$ cat config.mk
export PLATFORM = sky130hd
export DESIGN_NAME = tcw_seq
export DESIGN_NICKNAME = d
export VERILOG_FILES = /design/src/hdl/tcw_pkg.sv /design/src/hdl/tcw_addr_unit.sv /design/src/hdl/tcw_seq.sv
export SDC_FILE = /design/constraint.sdc
export NUM_CORES = 1
export LEC_CHECK = 0
export BUFFER_PORTS_ARGS = -buffer_cell sky130_fd_sc_hd__buf_2
export CAP_MARGIN = 10
export CELL_PAD_IN_SITES_DETAIL_PLACEMENT = 0
export CELL_PAD_IN_SITES_GLOBAL_PLACEMENT = 2
export CORE_MARGIN = 1
export CORE_UTILIZATION = 31
export CTS_CLUSTER_DIAMETER = 150
export DETAILED_ROUTE_END_ITERATION = 7
export MAX_ROUTING_LAYER = met4
export PLACE_DENSITY_LB_ADDON = 0.1
export SYNTH_ARGS = -nofsm -noshare
export SYNTH_HDL_FRONTEND = slang
export SYNTH_SLANG_ARGS = --single-unit
$ cat constraint.sdc
create_clock -name clk -period 4.8 [get_ports clk]
set_input_delay 0.72 -clock clk [delete_from_list [all_inputs] [get_ports clk]]
set_output_delay 0.72 -clock clk [all_outputs]
set_load 0.005 [all_outputs]
$ cat src/hdl/tcw_pkg.sv
// Package of the text console writer: geometry, codes and shared types.
package tcw_pkg;

	localparam int COLS   = 80;
	localparam int ROWS   = 25;
	localparam int CELLS  = COLS * ROWS;
	localparam int COL_W  = $clog2(COLS);
	localparam int ROW_W  = $clog2(ROWS);
	localparam int ADDR_W = $clog2(CELLS);

	// Fixed widths of the result fields.
	localparam int OUT_COL_W = 7;
	localparam int OUT_ROW_W = 5;
	localparam int OUT_POS_W = 11;

	localparam logic [7:0]  CH_LINE_FEED = 8'h0A;
	localparam logic [7:0]  CH_CARRIAGE  = 8'h0D;
	localparam logic [7:0]  CH_SPACE     = 8'h20;
	localparam logic [15:0] RESET_CELL   = 16'h0720;
	localparam logic [3:0]  RESET_FG     = 4'h7;
	localparam logic [3:0]  RESET_BG     = 4'h0;

	localparam logic [7:0] REG_FG_COLOR = 8'd0;
	localparam logic [7:0] REG_BG_COLOR = 8'd1;

	typedef enum logic [1:0] {
		REQ_PUT   = 2'd0,
		REQ_CLEAR = 2'd1,
		REQ_MOVE  = 2'd2,
		REQ_READ  = 2'd3
	} req_t;

	// Write and read request toward the cell memory.
	typedef struct packed {
		logic              we;
		logic [ADDR_W-1:0] waddr;
		logic [15:0]       wdata;
		logic [ADDR_W-1:0] raddr;
	} ram_req_t;

	// Finished result handed from the sequencer to the output register.
	typedef struct packed {
		logic              valid;
		logic [15:0]       cell_val;
		logic [COL_W-1:0]  col;
		logic [ROW_W-1:0]  row;
		logic [ADDR_W-1:0] pos;
	} result_t;

endpackage

$ cat src/hdl/tcw_addr_unit.sv
// Shared address unit: linear cell index from a row and a column.
module tcw_addr_unit (
	input  logic [tcw_pkg::ROW_W-1:0]  row,
	input  logic [tcw_pkg::COL_W-1:0]  col,
	output logic [tcw_pkg::ADDR_W-1:0] pos
);

	assign pos = tcw_pkg::ADDR_W'(row) * tcw_pkg::ADDR_W'(tcw_pkg::COLS)
		+ tcw_pkg::ADDR_W'(col);

endmodule

$ cat src/hdl/tcw_seq.sv
// Sequencer of the text console writer: cursor, request decode and memory sweeps.
module tcw_seq (
	input  logic                 clk,
	input  logic                 arst_n,
	input  logic                 in_valid,
	output logic                 in_ready,
	input  logic [1:0]           in_req,
	input  logic [7:0]           in_char,
	input  logic [7:0]           in_col,
	input  logic [7:0]           in_row,
	input  logic [7:0]           attr,
	input  logic                 out_free,
	output tcw_pkg::result_t     res,
	output tcw_pkg::ram_req_t    ram,
	input  logic [15:0]          ram_rdata
);

	typedef enum logic [7:0] {
		ST_INIT   = 8'b0000_0001,
		ST_IDLE   = 8'b0000_0010,
		ST_DECODE = 8'b0000_0100,
		ST_READ   = 8'b0000_1000,
		ST_SCROLL = 8'b0001_0000,
		ST_BLANK  = 8'b0010_0000,
		ST_FILL   = 8'b0100_0000,
		ST_DONE   = 8'b1000_0000
	} state_t;

	state_t                      state_q;
	logic [tcw_pkg::COL_W-1:0]   cur_col_q;
	logic [tcw_pkg::ROW_W-1:0]   cur_row_q;
	logic [tcw_pkg::ADDR_W-1:0]  ptr_q;
	logic                        cp_valid_s1;
	logic [tcw_pkg::ADDR_W-1:0]  cp_addr_s1;

	tcw_pkg::req_t               req_q;
	logic [7:0]                  char_q;
	logic [tcw_pkg::COL_W-1:0]   col_q;
	logic [tcw_pkg::ROW_W-1:0]   row_q;
	logic [15:0]                 cell_q;

	logic [tcw_pkg::COL_W-1:0]   au_col;
	logic [tcw_pkg::ROW_W-1:0]   au_row;
	logic [tcw_pkg::ADDR_W-1:0]  au_pos;

	logic                        is_ctrl_char;
	logic [tcw_pkg::COL_W-1:0]   next_col;
	logic [tcw_pkg::ROW_W:0]     next_row;
	logic [tcw_pkg::ROW_W:0]     row_inc;

	// The read request addresses the clamped coordinates, all else the cursor.
	always_comb begin
		if (state_q == ST_DECODE && req_q == tcw_pkg::REQ_READ) begin
			au_col = col_q;
			au_row = row_q;
		end else begin
			au_col = cur_col_q;
			au_row = cur_row_q;
		end
	end

	tcw_addr_unit u_addr (
		.row (au_row),
		.col (au_col),
		.pos (au_pos)
	);

	assign is_ctrl_char = (char_q == tcw_pkg::CH_LINE_FEED) || (char_q == tcw_pkg::CH_CARRIAGE);
	assign row_inc      = {1'b0, cur_row_q} + (tcw_pkg::ROW_W+1)'(1);

	always_comb begin
		next_col = cur_col_q;
		next_row = {1'b0, cur_row_q};
		if (char_q == tcw_pkg::CH_LINE_FEED) begin
			next_col = '0;
			next_row = row_inc;
		end else if (char_q == tcw_pkg::CH_CARRIAGE) begin
			next_col = '0;
		end else if (cur_col_q == tcw_pkg::COL_W'(tcw_pkg::COLS - 1)) begin
			next_col = '0;
			next_row = row_inc;
		end else begin
			next_col = cur_col_q + tcw_pkg::COL_W'(1);
		end
	end

	// A pending scroll copy owns the write port; the other sweeps wait for it.
	always_comb begin
		ram.we    = 1'b0;
		ram.waddr = ptr_q;
		ram.wdata = {attr, tcw_pkg::CH_SPACE};
		ram.raddr = au_pos;
		if (state_q == ST_SCROLL) begin
			ram.raddr = ptr_q + tcw_pkg::ADDR_W'(tcw_pkg::COLS);
		end
		if (cp_valid_s1) begin
			ram.we    = 1'b1;
			ram.waddr = cp_addr_s1;
			ram.wdata = ram_rdata;
		end else begin
			case (state_q)
				ST_INIT: begin
					ram.we    = 1'b1;
					ram.wdata = tcw_pkg::RESET_CELL;
				end
				ST_FILL, ST_BLANK: begin
					ram.we = 1'b1;
				end
				ST_DECODE: begin
					if (req_q == tcw_pkg::REQ_PUT && !is_ctrl_char) begin
						ram.we    = 1'b1;
						ram.waddr = au_pos;
						ram.wdata = {attr, char_q};
					end
				end
				default: begin
					ram.we = 1'b0;
				end
			endcase
		end
	end

	always_ff @(posedge clk or negedge arst_n) begin
		if (!arst_n) begin
			state_q     <= ST_INIT;
			cur_col_q   <= '0;
			cur_row_q   <= '0;
			ptr_q       <= '0;
			cp_valid_s1 <= 1'b0;
		end else begin
			cp_valid_s1 <= (state_q == ST_SCROLL);
			case (state_q)
				ST_INIT: begin
					if (ptr_q == tcw_pkg::ADDR_W'(tcw_pkg::CELLS - 1)) begin
						ptr_q   <= '0;
						state_q <= ST_IDLE;
					end else begin
						ptr_q <= ptr_q + tcw_pkg::ADDR_W'(1);
					end
				end
				ST_IDLE: begin
					if (in_valid) begin
						state_q <= ST_DECODE;
					end
				end
				ST_DECODE: begin
					case (req_q)
						tcw_pkg::REQ_PUT: begin
							cur_col_q <= next_col;
							if (next_row == (tcw_pkg::ROW_W+1)'(tcw_pkg::ROWS)) begin
								cur_row_q <= tcw_pkg::ROW_W'(tcw_pkg::ROWS - 1);
								ptr_q     <= '0;
								state_q   <= ST_SCROLL;
							end else begin
								cur_row_q <= next_row[tcw_pkg::ROW_W-1:0];
								state_q   <= ST_DONE;
							end
						end
						tcw_pkg::REQ_CLEAR: begin
							cur_col_q <= '0;
							cur_row_q <= '0;
							ptr_q     <= '0;
							state_q   <= ST_FILL;
						end
						tcw_pkg::REQ_MOVE: begin
							cur_col_q <= col_q;
							cur_row_q <= row_q;
							state_q   <= ST_DONE;
						end
						tcw_pkg::REQ_READ: begin
							state_q <= ST_READ;
						end
						default: begin
							state_q <= ST_DONE;
						end
					endcase
				end
				ST_READ: begin
					state_q <= ST_DONE;
				end
				ST_SCROLL: begin
					if (ptr_q == tcw_pkg::ADDR_W'(tcw_pkg::CELLS - tcw_pkg::COLS - 1)) begin
						ptr_q   <= tcw_pkg::ADDR_W'(tcw_pkg::CELLS - tcw_pkg::COLS);
						state_q <= ST_BLANK;
					end else begin
						ptr_q <= ptr_q + tcw_pkg::ADDR_W'(1);
					end
				end
				ST_BLANK, ST_FILL: begin
					if (!cp_valid_s1) begin
						if (ptr_q == tcw_pkg::ADDR_W'(tcw_pkg::CELLS - 1)) begin
							state_q <= ST_DONE;
						end else begin
							ptr_q <= ptr_q + tcw_pkg::ADDR_W'(1);
						end
					end
				end
				ST_DONE: begin
					if (out_free) begin
						state_q <= ST_IDLE;
					end
				end
				default: begin
					state_q <= ST_IDLE;
				end
			endcase
		end
	end

	always_ff @(posedge clk) begin
		cp_addr_s1 <= ptr_q;
		if (state_q == ST_IDLE && in_valid) begin
			req_q  <= tcw_pkg::req_t'(in_req);
			char_q <= in_char;
			col_q  <= (in_col >= 8'(tcw_pkg::COLS)) ? tcw_pkg::COL_W'(tcw_pkg::COLS - 1)
				: in_col[tcw_pkg::COL_W-1:0];
			row_q  <= (in_row >= 8'(tcw_pkg::ROWS)) ? tcw_pkg::ROW_W'(tcw_pkg::ROWS - 1)
				: in_row[tcw_pkg::ROW_W-1:0];
			cell_q <= '0;
		end else if (state_q == ST_READ) begin
			cell_q <= ram_rdata;
		end
	end

	assign in_ready     = (state_q == ST_IDLE);
	assign res.valid    = (state_q == ST_DONE) && out_free;
	assign res.cell_val = cell_q;
	assign res.col      = cur_col_q;
	assign res.row      = cur_row_q;
	assign res.pos      = au_pos;

endmodule

==> summary.md <==
| Metric | Value |
|---|---|
| Die height | `127 um` |
| Post-Syn Instances | `550` |
| Final Hold Fails | `0` |
| TritonCTS Buffers | `9` |
| Rows | `45` |
| Count leader, synth | `nand2_1` |
| Largest net degree at the start of global routing | `37` |
| Worst EP arrival | `3.89 ns` |
| Port bufs | `133` |
| Max-Cap Viols | `0` |
| First-pass GRT wire length | `24,300 um` |
| RD Place Congestion | `0.867` |
| Core Util, Final | `40.0%` |
| Vias in the first global route | `4,380` |
| Fill cells | `1,579` |
| Final Power | `3.40 mW` |
| Ys flop type | `dfrtp_1` |
| WL/cell | `17.6 um` |
| Die area | `0.0161 mm2` |
| CTS root buffer | `clkbuf_16` |
| Reg-to-reg critical path startpoint | `char_q[1]` |
| Final ANT Viol Nets | `0` |
| Chip width | `127 um` |
| Starting density of the core | `31.9%` |
| Asr flop ratio synth | `39.5%` |
| Worst setup SP type | `flip-flop` |
| Max-slew violations | `0` |
| Critical Path Slowest Stage Cell | `dfrtp_1` |
| FMAX | `217 MHz` |
| LEAKAGE | `2.84 nW` |
| GRT Util Overall | `20.4%` |
| Total Routed Length | `15,500 um` |
| Crit-path cells | `nor4_2 -> and3_1 -> nand2_2 -> buf_6 -> mux2_2 -> ha_1 -> ha_1 -> fa_1 -> xnor2_2 -> nor3b_2 -> xor2_1 -> xnor2_2 -> mux2i_2 -> o21ai_1 -> buf_2` |
| Clock tree sinks | `81` |
| Bufs on Longest Clock Path | `2` |
| Share of the synthesized area in the top cell type | `16.0%` |
| Distinct cells, synth | `65` |
| Type of the most critical hold path | `in -> async` |
| Post-synth EDFFs | `22` |
| Syn. warnings | `0` |
| Core Area | `0.0152 mm2` |
| Buf/Inv on CP | `2` |
| Syn-to-layout area delta | `25.7%` |
| DRT iter0 DRCs | `255` |
| Yosys top cell by area | `dfrtp_1` |
| Critical Path RT | `4.08 ns` |
| Seq cells post-synth | `81` |
| Drt pass-1 iters | `4` |
| WS Path Type | `reg -> out` |
| Least-Margin Pin Slew | `1.04 ns` |
| Layout cell share with drive strength beyond 1 | `27.1%` |
| Setup TNS | `0 ns` |
| Via density | `5.13` |
| Hold Slack | `0.474 ns` |
| Place WS | `0.279 ns` |
| Post-route cell area | `0.00608 mm2` |
| Worst setup margin | `0.187 ns` |
| Clk_lat worst skew | `0.35 ns` |
| Hold_buf cts | `0` |
| Placed cells | `860` |
| Clock skew | `0.00771 ns` |
| Mapped Area | `0.00484 mm2` |
| CP top delay family | `simple AND/OR/NAND/NOR gates` |
| H-tree depth | `3` |
| Diode count | `0` |
| Max FO, Critical Path | `8` |
| Slowest Stage Delay on Critical Path | `0.42 ns` |
| Cell Area, Placed | `0.00573 mm2` |
| Boundary pin count | `134` |
| Crit path capture type | `output port` |
| Outcome | `completed` |
| # setup viols final | `0` |
| Initial antenna violation count | `0` |
| Worst IR drop on VDD | `0.184 mV` |
| Synthesized area per cell | `8.80 um2` |
| CTS tree | `yes` |
| Critical path origin | `state_q[5]` |
| Grt ovf | `0` |
| Area contributors post-synth | `dfrtp_1, edfxtp_1, dfxtp_1` |
| Synth top cells by count | `nand2_1, o21ai_0, nor2_1` |
| Post-DP HPWL | `11,600 um` |
| Min Tclk post-route | `4.61 ns` |
| Slew HR | `30.7%` |
| Syn nets | `627` |
| Nets | `762` |
| Post-route insts no fill | `878` |
| Pwr/cell area | `559 mW/mm2` |
| DRC | `0` |
| Vias after detailed routing | `4,504` |
| Worst-path clk slew | `0.07 ns` |
| Post-synthesis sequential area ratio | `41.4%` |
| Final worst-path cycle share | `96.1%` |
[where the power goes]
| part | switching [mW] | total (mW) | leakage (nW) | internal (mW) |
|---|---|---|---|---|
| combinational | 0.923 | 1.61 | 1.86 | 0.688 |
| sequential | 0.185 | 1.07 | 0.830 | 0.881 |
| clock | 0.293 | 0.723 | 0.148 | 0.429 |
[final cells by class]
class / count / area, um2 / area share (%)
Tap cell: 188 / 235 / 3.87
Timing Repair Buffer: 143 / 744 / 12.2
Clock buffer: 10 / 250 / 4.11
Multi-Input combinational cell: 423 / 2700 / 44.3
Inverter: 27 / 101 / 1.67
Clock inverter: 6 / 55.1 / 0.905
Sequential cell: 81 / 2000 / 32.9
[flip-flops by register name (all words and copies together) (netlist names), 7 cells and up]
name / cells
char_q: 8
col_q: 7
ptr_q: 11
state_q: 8
cur_col_q: 7
cell_q: 16
cp_addr_s1: 11
[worst paths after layout]
path / end / slack (ns) / depth (start not counted)
hold / removal: ptr_q[8] / 0.47 / 1
hold reg to reg: cp_addr_s1[0] / 0.48 / 0
max in group asynchronous: cur_col_q[0] / 3.79 / 1
setup reg to reg: ptr_q[0] / 1.84 / 7
min in group clk: cp_addr_s1[0] / 0.48 / 0
setup / recovery: ram[37] / 0.19 / 15
[kinds of logic after synthesis]
logic type / share of synthesized area (%)
buf+inv: 3.62
fa+ha+maj: 6.25
flops: 41.4
xor+xnor: 2.53
compound gates: 17.4
simple gates: 22.2
mux: 6.59
[layout by cell type, fill, tap and decap left out, types with 3 or more instances in the layout]
cell,netlist,routed
nand3b_1,4,4
or4_1,4,4
xnor2_1,11,9
a21oi_1,33,33
o31ai_1,3,3
a21o_1,6,6
o21ai_0,60,57
buf_2,2,133
nand2b_1,6,6
edfxtp_1,22,22
nor3_1,9,8
or3_1,6,6
clkbuf_16,0,10
a32oi_1,3,3
nor4_1,7,7
buf_4,0,9
xor2_1,3,3
nand4b_1,4,4
mux2_2,7,7
o21ai_1,1,4
nor2_1,59,59
nand2_1,72,71
dfxtp_1,27,27
and2_1,7,7
dfrtp_1,31,31
nand3_1,13,13
a31oi_1,3,3
nand4_1,5,5
mux2i_1,24,23
and3_1,7,7
ha_1,21,21
inv_1,27,26
[repair_timing]
item | CTS | global route
setup endpoints to repair | 1 | 5
gates cloned | 0 | 0
setup buffers | 1 | 1
resized for setup | 3 | 8
pin swaps | 2 | 4
[routing by layer]
layer / vias up / GRT usage [%] / wire (um)
met1: 2132 / 26.5 / 7190
li1: 2243 / - / -
met5: - / - / 0
met3: 9 / 2.72 / 695
met2: 120 / 32.8 / 7440
met4: 0 / 6.72 / 140
Power figures use the tool's default switching activity.
